[src/rtl/rtcs_pkg.sv]
`default_nettype none

package rtcs_pkg;

	// Relocation entry types
	localparam logic [3:0] TypeDir64    = 4'd10;
	localparam logic [3:0] TypeAbsolute = 4'd0;

	// Bytes covered by one 64-bit fixup
	localparam logic [33:0] CoverBytes = 34'd8;

	// Smallest legal block size (header only)
	localparam logic [31:0] MinBlockSize = 32'd8;

	// Header length in halfwords, taken off the halved block size
	localparam logic [30:0] HeaderHalfwords = 31'd4;

	// Where the scan stands within a block
	typedef enum logic [2:0] {
		PH_BASE_LO = 3'd0,
		PH_BASE_HI = 3'd1,
		PH_SIZE_LO = 3'd2,
		PH_SIZE_HI = 3'd3,
		PH_ENTRY   = 3'd4
	} phase_t;

	// Full scan state carried from one halfword to the next
	typedef struct packed {
		phase_t       phase;
		logic [31:0]  base;
		logic [15:0]  size_lo;
		logic [30:0]  left;
		logic         hit;
		logic         type_err;
		logic         malf;
		logic         fin;
	} scan_state_t;

	// One accepted halfword with its markers
	typedef struct packed {
		logic [15:0] halfword;
		logic        first_word;
		logic        last_word;
	} scan_item_t;

endpackage

`default_nettype wire

[src/rtl/rtcs_step.sv]
`default_nettype none

module rtcs_step (
	input  wire rtcs_pkg::scan_state_t cur,
	input  wire rtcs_pkg::scan_item_t  item,
	input  wire [32:0]                 query,
	output rtcs_pkg::scan_state_t      nxt
);

	rtcs_pkg::scan_state_t start_st;
	logic [3:0]  ent_type;
	logic [32:0] ent_start;
	logic [33:0] ent_end;
	logic        ent_hit;
	logic [31:0] blk_size;
	logic [30:0] blk_left;
	logic [30:0] left_dec;

	// A new scan starts from the reset state
	always_comb begin
		if (item.first_word) begin
			start_st       = '0;
			start_st.phase = rtcs_pkg::PH_BASE_LO;
		end else begin
			start_st = cur;
		end
	end

	// Entry decode and cover window compare
	assign ent_type  = item.halfword[15:12];
	assign ent_start = {1'b0, start_st.base} + {21'b0, item.halfword[11:0]};
	assign ent_end   = {1'b0, ent_start} + rtcs_pkg::CoverBytes;
	assign ent_hit   = (ent_start <= query) && ({1'b0, query} < ent_end);
	assign left_dec  = start_st.left - 31'd1;

	// Block size and entry count
	assign blk_size = {item.halfword, start_st.size_lo};
	assign blk_left = blk_size[31:1] - rtcs_pkg::HeaderHalfwords;

	// Phase update for one halfword
	always_comb begin
		nxt = start_st;
		if (!start_st.fin) begin
			case (start_st.phase)
				rtcs_pkg::PH_BASE_HI: begin
					nxt.base[31:16] = item.halfword;
					nxt.phase       = rtcs_pkg::PH_SIZE_LO;
				end
				rtcs_pkg::PH_SIZE_LO: begin
					nxt.size_lo = item.halfword;
					nxt.phase   = rtcs_pkg::PH_SIZE_HI;
				end
				rtcs_pkg::PH_SIZE_HI: begin
					if ((blk_size < rtcs_pkg::MinBlockSize) || blk_size[0]) begin
						nxt.malf = 1'b1;
						nxt.fin  = 1'b1;
					end else begin
						nxt.left  = blk_left;
						// empty block goes straight to the next header
						nxt.phase = (blk_left == '0) ? rtcs_pkg::PH_BASE_LO
						                             : rtcs_pkg::PH_ENTRY;
					end
				end
				rtcs_pkg::PH_ENTRY: begin
					if (ent_type == rtcs_pkg::TypeDir64) begin
						if (ent_hit) begin
							nxt.hit = 1'b1;
							nxt.fin = 1'b1;
						end
					end else if (ent_type != rtcs_pkg::TypeAbsolute) begin
						nxt.type_err = 1'b1;
						nxt.fin      = 1'b1;
					end
					nxt.left = left_dec;
					if (left_dec == '0) begin
						nxt.phase = rtcs_pkg::PH_BASE_LO;
					end
				end
				default: begin
					// base low half; unused codes land here too
					nxt.base  = {16'b0, item.halfword};
					nxt.phase = rtcs_pkg::PH_BASE_HI;
				end
			endcase
			if (item.last_word) begin
				nxt.fin = 1'b1;
			end
		end
	end

endmodule

`default_nettype wire

[src/rtl/reloc_table_cover_scan.sv]
`default_nettype none

// Channel   Dir  Handshake                Payload
// in        in   in_valid / in_stall      halfword, first_word, last_word
// out       out  out_valid / out_stall    covered, bad_type, malformed, scan_done
// cfg       in   cfg_valid / cfg_ready    query_address
//
// One halfword per cycle sustained while out_stall is low. Each transferred
// halfword loads the input register; the scan step then loads its result into
// the result register that drives the outputs; the scan state updates with it.
// arst_n clears the scan state, the query address and both valid flags.
// out_stall holds a valid result register and, through it, the input register;
// in_stall rises only while the input register is full and cannot move on.

module reloc_table_cover_scan (
	input  wire         clk,
	input  wire         arst_n,
	input  wire         in_valid,
	output logic        in_stall,
	input  wire  [15:0] halfword,
	input  wire         first_word,
	input  wire         last_word,
	output logic        out_valid,
	input  wire         out_stall,
	output logic        covered,
	output logic        bad_type,
	output logic        malformed,
	output logic        scan_done,
	input  wire         cfg_valid,
	output logic        cfg_ready,
	input  wire  [32:0] query_address
);

	rtcs_pkg::scan_item_t  item_s1;
	logic                  valid_s1;
	rtcs_pkg::scan_state_t state_q;
	rtcs_pkg::scan_state_t state_nxt;
	logic [32:0]           query_q;
	logic                  out_valid_q;
	logic [3:0]            flags_q;
	logic                  adv_s1;
	logic                  in_xfer;

	assign cfg_ready = 1'b1;

	// Pipeline control
	assign adv_s1   = !out_valid_q || !out_stall;
	assign in_stall = valid_s1 && !adv_s1;
	assign in_xfer  = in_valid && !in_stall;

	// Query register
	always_ff @(posedge clk or negedge arst_n) begin
		if (!arst_n) begin
			query_q <= '0;
		end else if (cfg_valid && cfg_ready) begin
			query_q <= query_address;
		end
	end

	// Input register
	always_ff @(posedge clk or negedge arst_n) begin
		if (!arst_n) begin
			valid_s1 <= 1'b0;
		end else if (adv_s1 || !valid_s1) begin
			valid_s1 <= in_xfer;
		end
	end

	always_ff @(posedge clk) begin
		if (in_xfer) begin
			item_s1 <= '{halfword: halfword, first_word: first_word, last_word: last_word};
		end
	end

	// Scan step
	rtcs_step u_step (
		.cur   (state_q),
		.item  (item_s1),
		.query (query_q),
		.nxt   (state_nxt)
	);

	// Scan state and result register; an all-zero state is base low half
	always_ff @(posedge clk or negedge arst_n) begin
		if (!arst_n) begin
			state_q       <= '0;
			out_valid_q   <= 1'b0;
			flags_q       <= '0;
		end else if (adv_s1) begin
			out_valid_q <= valid_s1;
			if (valid_s1) begin
				state_q <= state_nxt;
				flags_q <= {state_nxt.hit, state_nxt.type_err, state_nxt.malf, state_nxt.fin};
			end
		end
	end

	assign out_valid = out_valid_q;
	assign covered   = flags_q[3];
	assign bad_type  = flags_q[2];
	assign malformed = flags_q[1];
	assign scan_done = flags_q[0];

	// Any latched flag ends the scan
	a_hit_done: assert property (@(posedge clk) disable iff (!arst_n)
		out_valid && (covered || bad_type || malformed) |-> scan_done)
		else $error("flag without scan_done");

	// Stall only with a full input register
	a_stall_full: assert property (@(posedge clk) disable iff (!arst_n)
		in_stall |-> valid_s1 && out_valid_q && out_stall)
		else $error("stall with empty input register");

	// Finished scan without restart keeps the state
	a_fin_hold: assert property (@(posedge clk) disable iff (!arst_n)
		adv_s1 && valid_s1 && state_q.fin && !item_s1.first_word |=>
		$stable(state_q))
		else $error("finished scan state changed");

endmodule

`default_nettype wire

[config.mk]
export PLATFORM = sky130hd
export DESIGN_NAME = reloc_table_cover_scan
export DESIGN_NICKNAME = d
export VERILOG_FILES = /design/src/rtl/rtcs_pkg.sv /design/src/rtl/rtcs_step.sv /design/src/rtl/reloc_table_cover_scan.sv
export SDC_FILE = /design/constraint.sdc
export NUM_CORES = 1
export LEC_CHECK = 0
export BUFFER_PORTS_ARGS = -buffer_cell sky130_fd_sc_hd__buf_4
export CORE_MARGIN = 8
export CORE_UTILIZATION = 61
export DETAILED_ROUTE_END_ITERATION = 12
export GPL_ROUTABILITY_DRIVEN = 0
export MAX_ROUTING_LAYER = met4
export PLACE_DENSITY = 0.77
export SLEW_MARGIN = 20
export SYNTH_ARGS = -nofsm -noshare
export SYNTH_HDL_FRONTEND = slang
export SYNTH_SLANG_ARGS = --single-unit
[constraint.sdc]
create_clock -name clk -period 8.7 [get_ports clk]
set_input_delay 1.74 -clock clk [delete_from_list [all_inputs] [get_ports clk]]
set_output_delay 1.74 -clock clk [all_outputs]
set_load 0.005 [all_outputs]
======== Word level (Yosys, flattened, before mapping) ========
Cells that the tools add are included.
cells by class
  magnitude comparators ................... 3
  $add $sub $neg .......................... 4
  reduce and logical (&&, ||, !) cells .... 17
  equal/unequal tests ..................... 5
  mux-type cells .......................... 23
operator list
  cell                                                                    number
  86-bit two-way mux                                                      2
  31-bit zero test                                                        2
  31-bit case mux with 2 select lines                                     1
  33-bit by 4-bit adder with 34-bit output (second input constant)        1
  33-bit by 34-bit < comparator with 1-bit output                         1
  32-bit by 12-bit adder with 33-bit output                               1
  33-bit <= comparator                                                    1
  32-bit by 4-bit < comparator with 1-bit output (second input constant)  1
  16-bit two-way mux                                                      2
  16-bit case mux with 2 select lines                                     1
  31-bit two-way mux                                                      1
  31-bit by 1-bit subtractor with 31-bit output (second input constant)   1
  31-bit by 3-bit subtractor with 31-bit output (second input constant)   1
  3-bit case mux with 4 select lines                                      1
  1-bit two-way mux                                                       9
  3-bit two-way mux                                                       3
  3-bit by 2-bit == test with 1-bit output (second input constant)        2
  1-bit zero test                                                         5
  4-bit == test (second input constant)                                   1
  2-bit two-way mux                                                       2
  4-bit nonzero test                                                      1
  4-bit OR reduction                                                      1
  3-bit by 1-bit == test with 1-bit output (second input constant)        1
  3-bit == test (second input constant)                                   1
  5 further kinds                                                         9
word-level totals
  input port bits ......................... 56
  output and inout bits ................... 7
  bits in registers ....................... 143
  logic and storage cells ................. 67

======== Logic depth before layout (Yosys ltp) ========
  depth after elaboration ................. 10
  mapped depth ............................ 29
  gate-level depth less buffers ........... 22

======== Hierarchy ========
From an unflattened synthesis, not the netlist that was laid out.
unflattened totals
  cells, all modules ...................... 1288
  area, all modules ....................... 11977.7 µm²
by module, submodules not included
  module                  instances  area an instance (µm²)  sequential area each (µm²)  cells each
  rtcs_step               1          6720.2                  0.0                         1009
  reloc_table_cover_scan  1          5257.5                  3568.4                      279

======== Least setup slack after synthesis ========
Ideal clock, no wire load.
  path kind ............................... register to register
  start ................................... reg item_s1[1] (netlist name)
  end ..................................... reg state_q[3] (netlist name)
  required time ........................... 8590 ps
  path buffers ............................ 7
  period minus slack after synthesis ...... 6150 ps
  slack ................................... 2550 ps
  setup time .............................. 110 ps
  arrival ................................. 6040 ps
  cell stages (with the launch flop) ...... 28
  path through ............................ edfxtp_1 -> clkbuf_1 -> clkbuf_8 -> clkbuf_1 -> buf_1 -> buf_6 -> clkbuf_8 -> clkbuf_1 -> nor2b_1 -> ha_1 -> inv_1 -> fa_1 -> nand2b_1 -> a2111oi_2 -> nor4b_2 -> o21ai_4 -> xnor2_1 -> or4_4 -> nor4_4 -> nand2_1 -> xor2_1 -> ha_1 -> a21oi_1 -> nor2_1 -> a2111oi_0 -> o311a_1 -> a21oi_1 -> o41ai_1
between the ends
  longest elaborated chain between the ends .. 9
  elaborated cells on any way between the ends .. 11
  those cells by class .................... add/sub (2); order compare (2); eq/ne (1); mux (5); reduce/logical (1)
RTL lines
  element                                          RTL line                      text
  from (decl)                                      reloc_table_cover_scan.sv:34  rtcs_pkg::scan_item_t item_s1;
  from (signal assigned)                           reloc_table_cover_scan.sv:71  item_s1 <= '{halfword: halfword, first_word: first_word, last_word: last_word};
  86-bit two-way mux (*)                           rtcs_step.sv:21               if (item.first_word) begin
  32-bit by 12-bit adder with 33-bit output        rtcs_step.sv:31               assign ent_start = {1'b0, start_st.base} + {21'b0, item.halfword[11:0]};
  33-bit by 4-bit adder with 34-bit output         rtcs_step.sv:32               assign ent_end = {1'b0, ent_start} + rtcs_pkg::CoverBytes;
  33-bit by 34-bit < comparator with 1-bit output  rtcs_step.sv:33               assign ent_hit = (ent_start <= query) && ({1'b0, query} < ent_end);
  1-bit logical AND                                rtcs_step.sv:33
  1-bit two-way mux                                rtcs_step.sv:66               if (ent_hit) begin
  1-bit two-way mux                                rtcs_step.sv:65               if (ent_type == rtcs_pkg::TypeDir64) begin
  2-bit two-way mux                                rtcs_step.sv:44               case (start_st.phase)
  86-bit two-way mux (*)                           rtcs_step.sv:43               if (!start_st.fin) begin
  to (signal assigned)                             reloc_table_cover_scan.sv:92  state_q <= state_nxt;
  to (decl)                                        reloc_table_cover_scan.sv:36  rtcs_pkg::scan_state_t state_q;
Every way passes the cells marked *; elsewhere a longest branch is shown, timed or not.
A chain may end at the register's enable or synchronous reset.

======== Worst setup path after layout ========
Same ends and word-level chain as after synthesis.

==> impl_metrics.yaml <==
sta:
  fmax_ghz: 0.160
  setup_tns_ns: 0
  fin_crit_ns: 6.24
  tightest_slew_ns: 1.11
  setup_viol: 0
  rsz0062_at_grt: "no"
  max-slew-margin-rel_pct: 25.5
  finalHoldViolCount: 0
  clock-skew-final_ns: 0.0180
  finalMaxSlewViolations: 0
  min_period_over_period_pct: 71.7
route:
  num_vias: 9706
  drt_wl_total_um: 29400
  wire_per_inst_um: 19.5
  drt_pre_antenna_iters: 5
  routed_via_density: 6.46
  ant_nets: 0
  dr.first_iter.drc_count: 1063
  drc: 0
grt:
  antenna_found_initial: 0
  grt_max_degree: 80
  grt_pass1_wl_um: 46900
  grt_overflow: 0
  grt_usage_pct: 27.1
  grt_pass1_vias: 9102
clock_tree:
  h-tree-depth: 4
  hold_buffers: 0
  cts_tree: "built"
  clk_latency_ns: 0.45
  clk_pin_slew_worst_paths_ns: 0.07
  clock_sinks: 139
  cts_buffers: 17
  ctsResizeCount: 0
  postCtsSetupRepairBufs: 0
  clock-root-buffer: "clkbuf_16"
  clock_path_buffers: 2
worst_hold_path:
  hold_path_class: "flop to flop"
worst_setup_path:
  timing.rr.end: "state_q[3]"
  crit_required_ns: 9.02
  ff2ff_setup_slack_ns: 2.46
  ff2ff_path_depth: 20
  critPathCaptureType: "flop"
  path_max_fanout: 35
  endpoint: "state_q[3]"
  cp-start-kind: "flop"
  cp-startpoint: "item_s1[1]"
  r2r_start: "item_s1[1]"
  crit_arrival_ns: 6.56
  crit_type: "flop to flop"
die:
  core.rowCount: 48
  die_area_um2: 22100
  core-area_um2: 17200
  io_pins: 63
  die_w_um: 149
  initial_utilization_pct: 62.4
  fp.dieH_um: 149
logic_synthesis:
  synth-seq-cells: 139
  syn-num-nets: 1377
  synth_top_cell_by_area: "dfrtp_1"
  synth_area_um2: 10700
  synth_cells: 1236
  yosysWarnings: 0
  ys_seq_area_share_pct: 33.2
  synth-edff-count: 18
  synth_top_area_share_pct: 28.2
  synthArstFlopShare_pct: 87.1
  avgSynthCellArea_um2: 8.70
  synth_area_leaders: "dfrtp_1 (28%), ha_1 (9.8%), edfxtp_1 (5.0%)"
  synth_flop_cell: "dfrtp_1"
  yosysUniqueCellTypes: 93
final_layout:
  fillers: 1387
  area_delta_synth_final_pct: 10.9
  drive_above_1_share_pct: 13.6
  multi_input_area_um2: 6660
  insertedDiodeCount: 0
  final_nets: 1406
  regArea_um2: 3570
  final_common_cell: "dfrtp_1"
  most-common-layout-cells: "dfrtp_1 (121), nand2_1 (113), o21ai_0 (100)"
place:
  hpwlAfterDp_um: 20800
  port_buffers: 61
run:
  maxCapViolCount: 0
pwr:
  leakage_nw: 5.15
  total_power_mw: 2.86
  peakVddDrop_mv: 0.167
  p_per_area_nw_per_um2: 240
run_status:
  status: "complete, no violations"
[per-layer routing]
metal	wire, µm	global-route usage (%)
met3	2480	5.07
met5	0	-
met2	13400	40.8
met4	482	7.57
met1	13000	36.8
[how the worst min path moves through the flow]
stage	start	end	slack [ns]	cells past startpoint
final	state_q[55]	state_q[55]	0.50	1
after global routing	state_q[51]	state_q[51]	0.52	1
after CTS	state_q[55]	state_q[55]	0.50	1
after detailed placement	state_q[35]	state_q[35]	0.48	1
after global placement	flags_q[1]	flags_q[1]	0.48	2
after floorplan	state_q[52]	state_q[52]	0.45	2
[synthesized netlist by cell type (all sizes together) (24+ instances only)]
cell type    n
a21oi       67
a22o        51
clkbuf      44
dfrtp      121
ha          84
inv         66
nand2      113
nand3       32
nand4       25
nor2        96
nor2b       32
nor3        39
nor4        24
o21ai      109
xnor2       48
xor2        40
[critical path, cell delays in order, from the launching register on]
cell	delay, ns
edfxtp_1	1.07
inv_1	0.13
nand2_1	0.15
inv_1	0.06
ha_1	0.28
a211oi_1	0.32
o21ai_2	0.20
a211oi_4	0.42
nor3_1	0.13
xnor2_1	0.36
nand4bb_1	0.22
nor4_1	0.72
nand3b_1	0.19
xor2_1	0.20
ha_1	0.32
nand4_1	0.17
nor2_1	0.06
a2111oi_0	0.41
o311a_1	0.24
a21oi_1	0.12
o41ai_1	0.34
[through the flow]
step	util, %	worst slack, ns	area, µm²	hold WS [ns]	std cells
floorplan	-	2.55	10700	0.450	1236
global placement	65.4	2.96	11300	0.478	1470
detailed placement	65.4	2.74	11300	0.483	1470
CTS	69.0	2.67	11900	0.501	1502
global route	69.2	2.02	11900	0.516	1503
finish	69.2	2.46	11900	0.501	1503
[flip-flops by register name, indices dropped and copies added (netlist names)]
register,cells
flags_q,3
valid_s1,1
query_q,33
item_s1,18
state_q,83
out_valid,1
[report_power, final]
part           leakage (nW)  total (mW)  switching [mW]  internal, mW
Clock                 0.300       0.766           0.350         0.416
Sequential             1.74       0.909           0.144         0.764
Combinational          3.12        1.18           0.691         0.492
[cell type report]
class	instances	share of cell area, %
inverter	66	2.08
multi-input combinational	969	55.8
sequential	139	29.9
clock inverter	15	1.63
tap	225	2.36
timing repair buffer	72	4.60
clock buffer	17	3.57
[cells by family (layout without fill, tap and decap cells)]
logic type | count (synthesis) | count (layout) | share of synthesized area, %
flip-flops | 139 | 139 | 33.2
buffers and inverters | 128 | 170 | 5.06
adder cells (fa/ha/maj) | 85 | 85 | 9.96
other | 1 | 1 | 0.0349
AND/OR/NAND/NOR | 437 | 437 | 21.5
multiplexers | 19 | 19 | 1.94
AO/OA/AOI/OAI | 339 | 339 | 21.2
XOR/XNOR | 88 | 88 | 7.17
(Power assumes the default switching activity.)
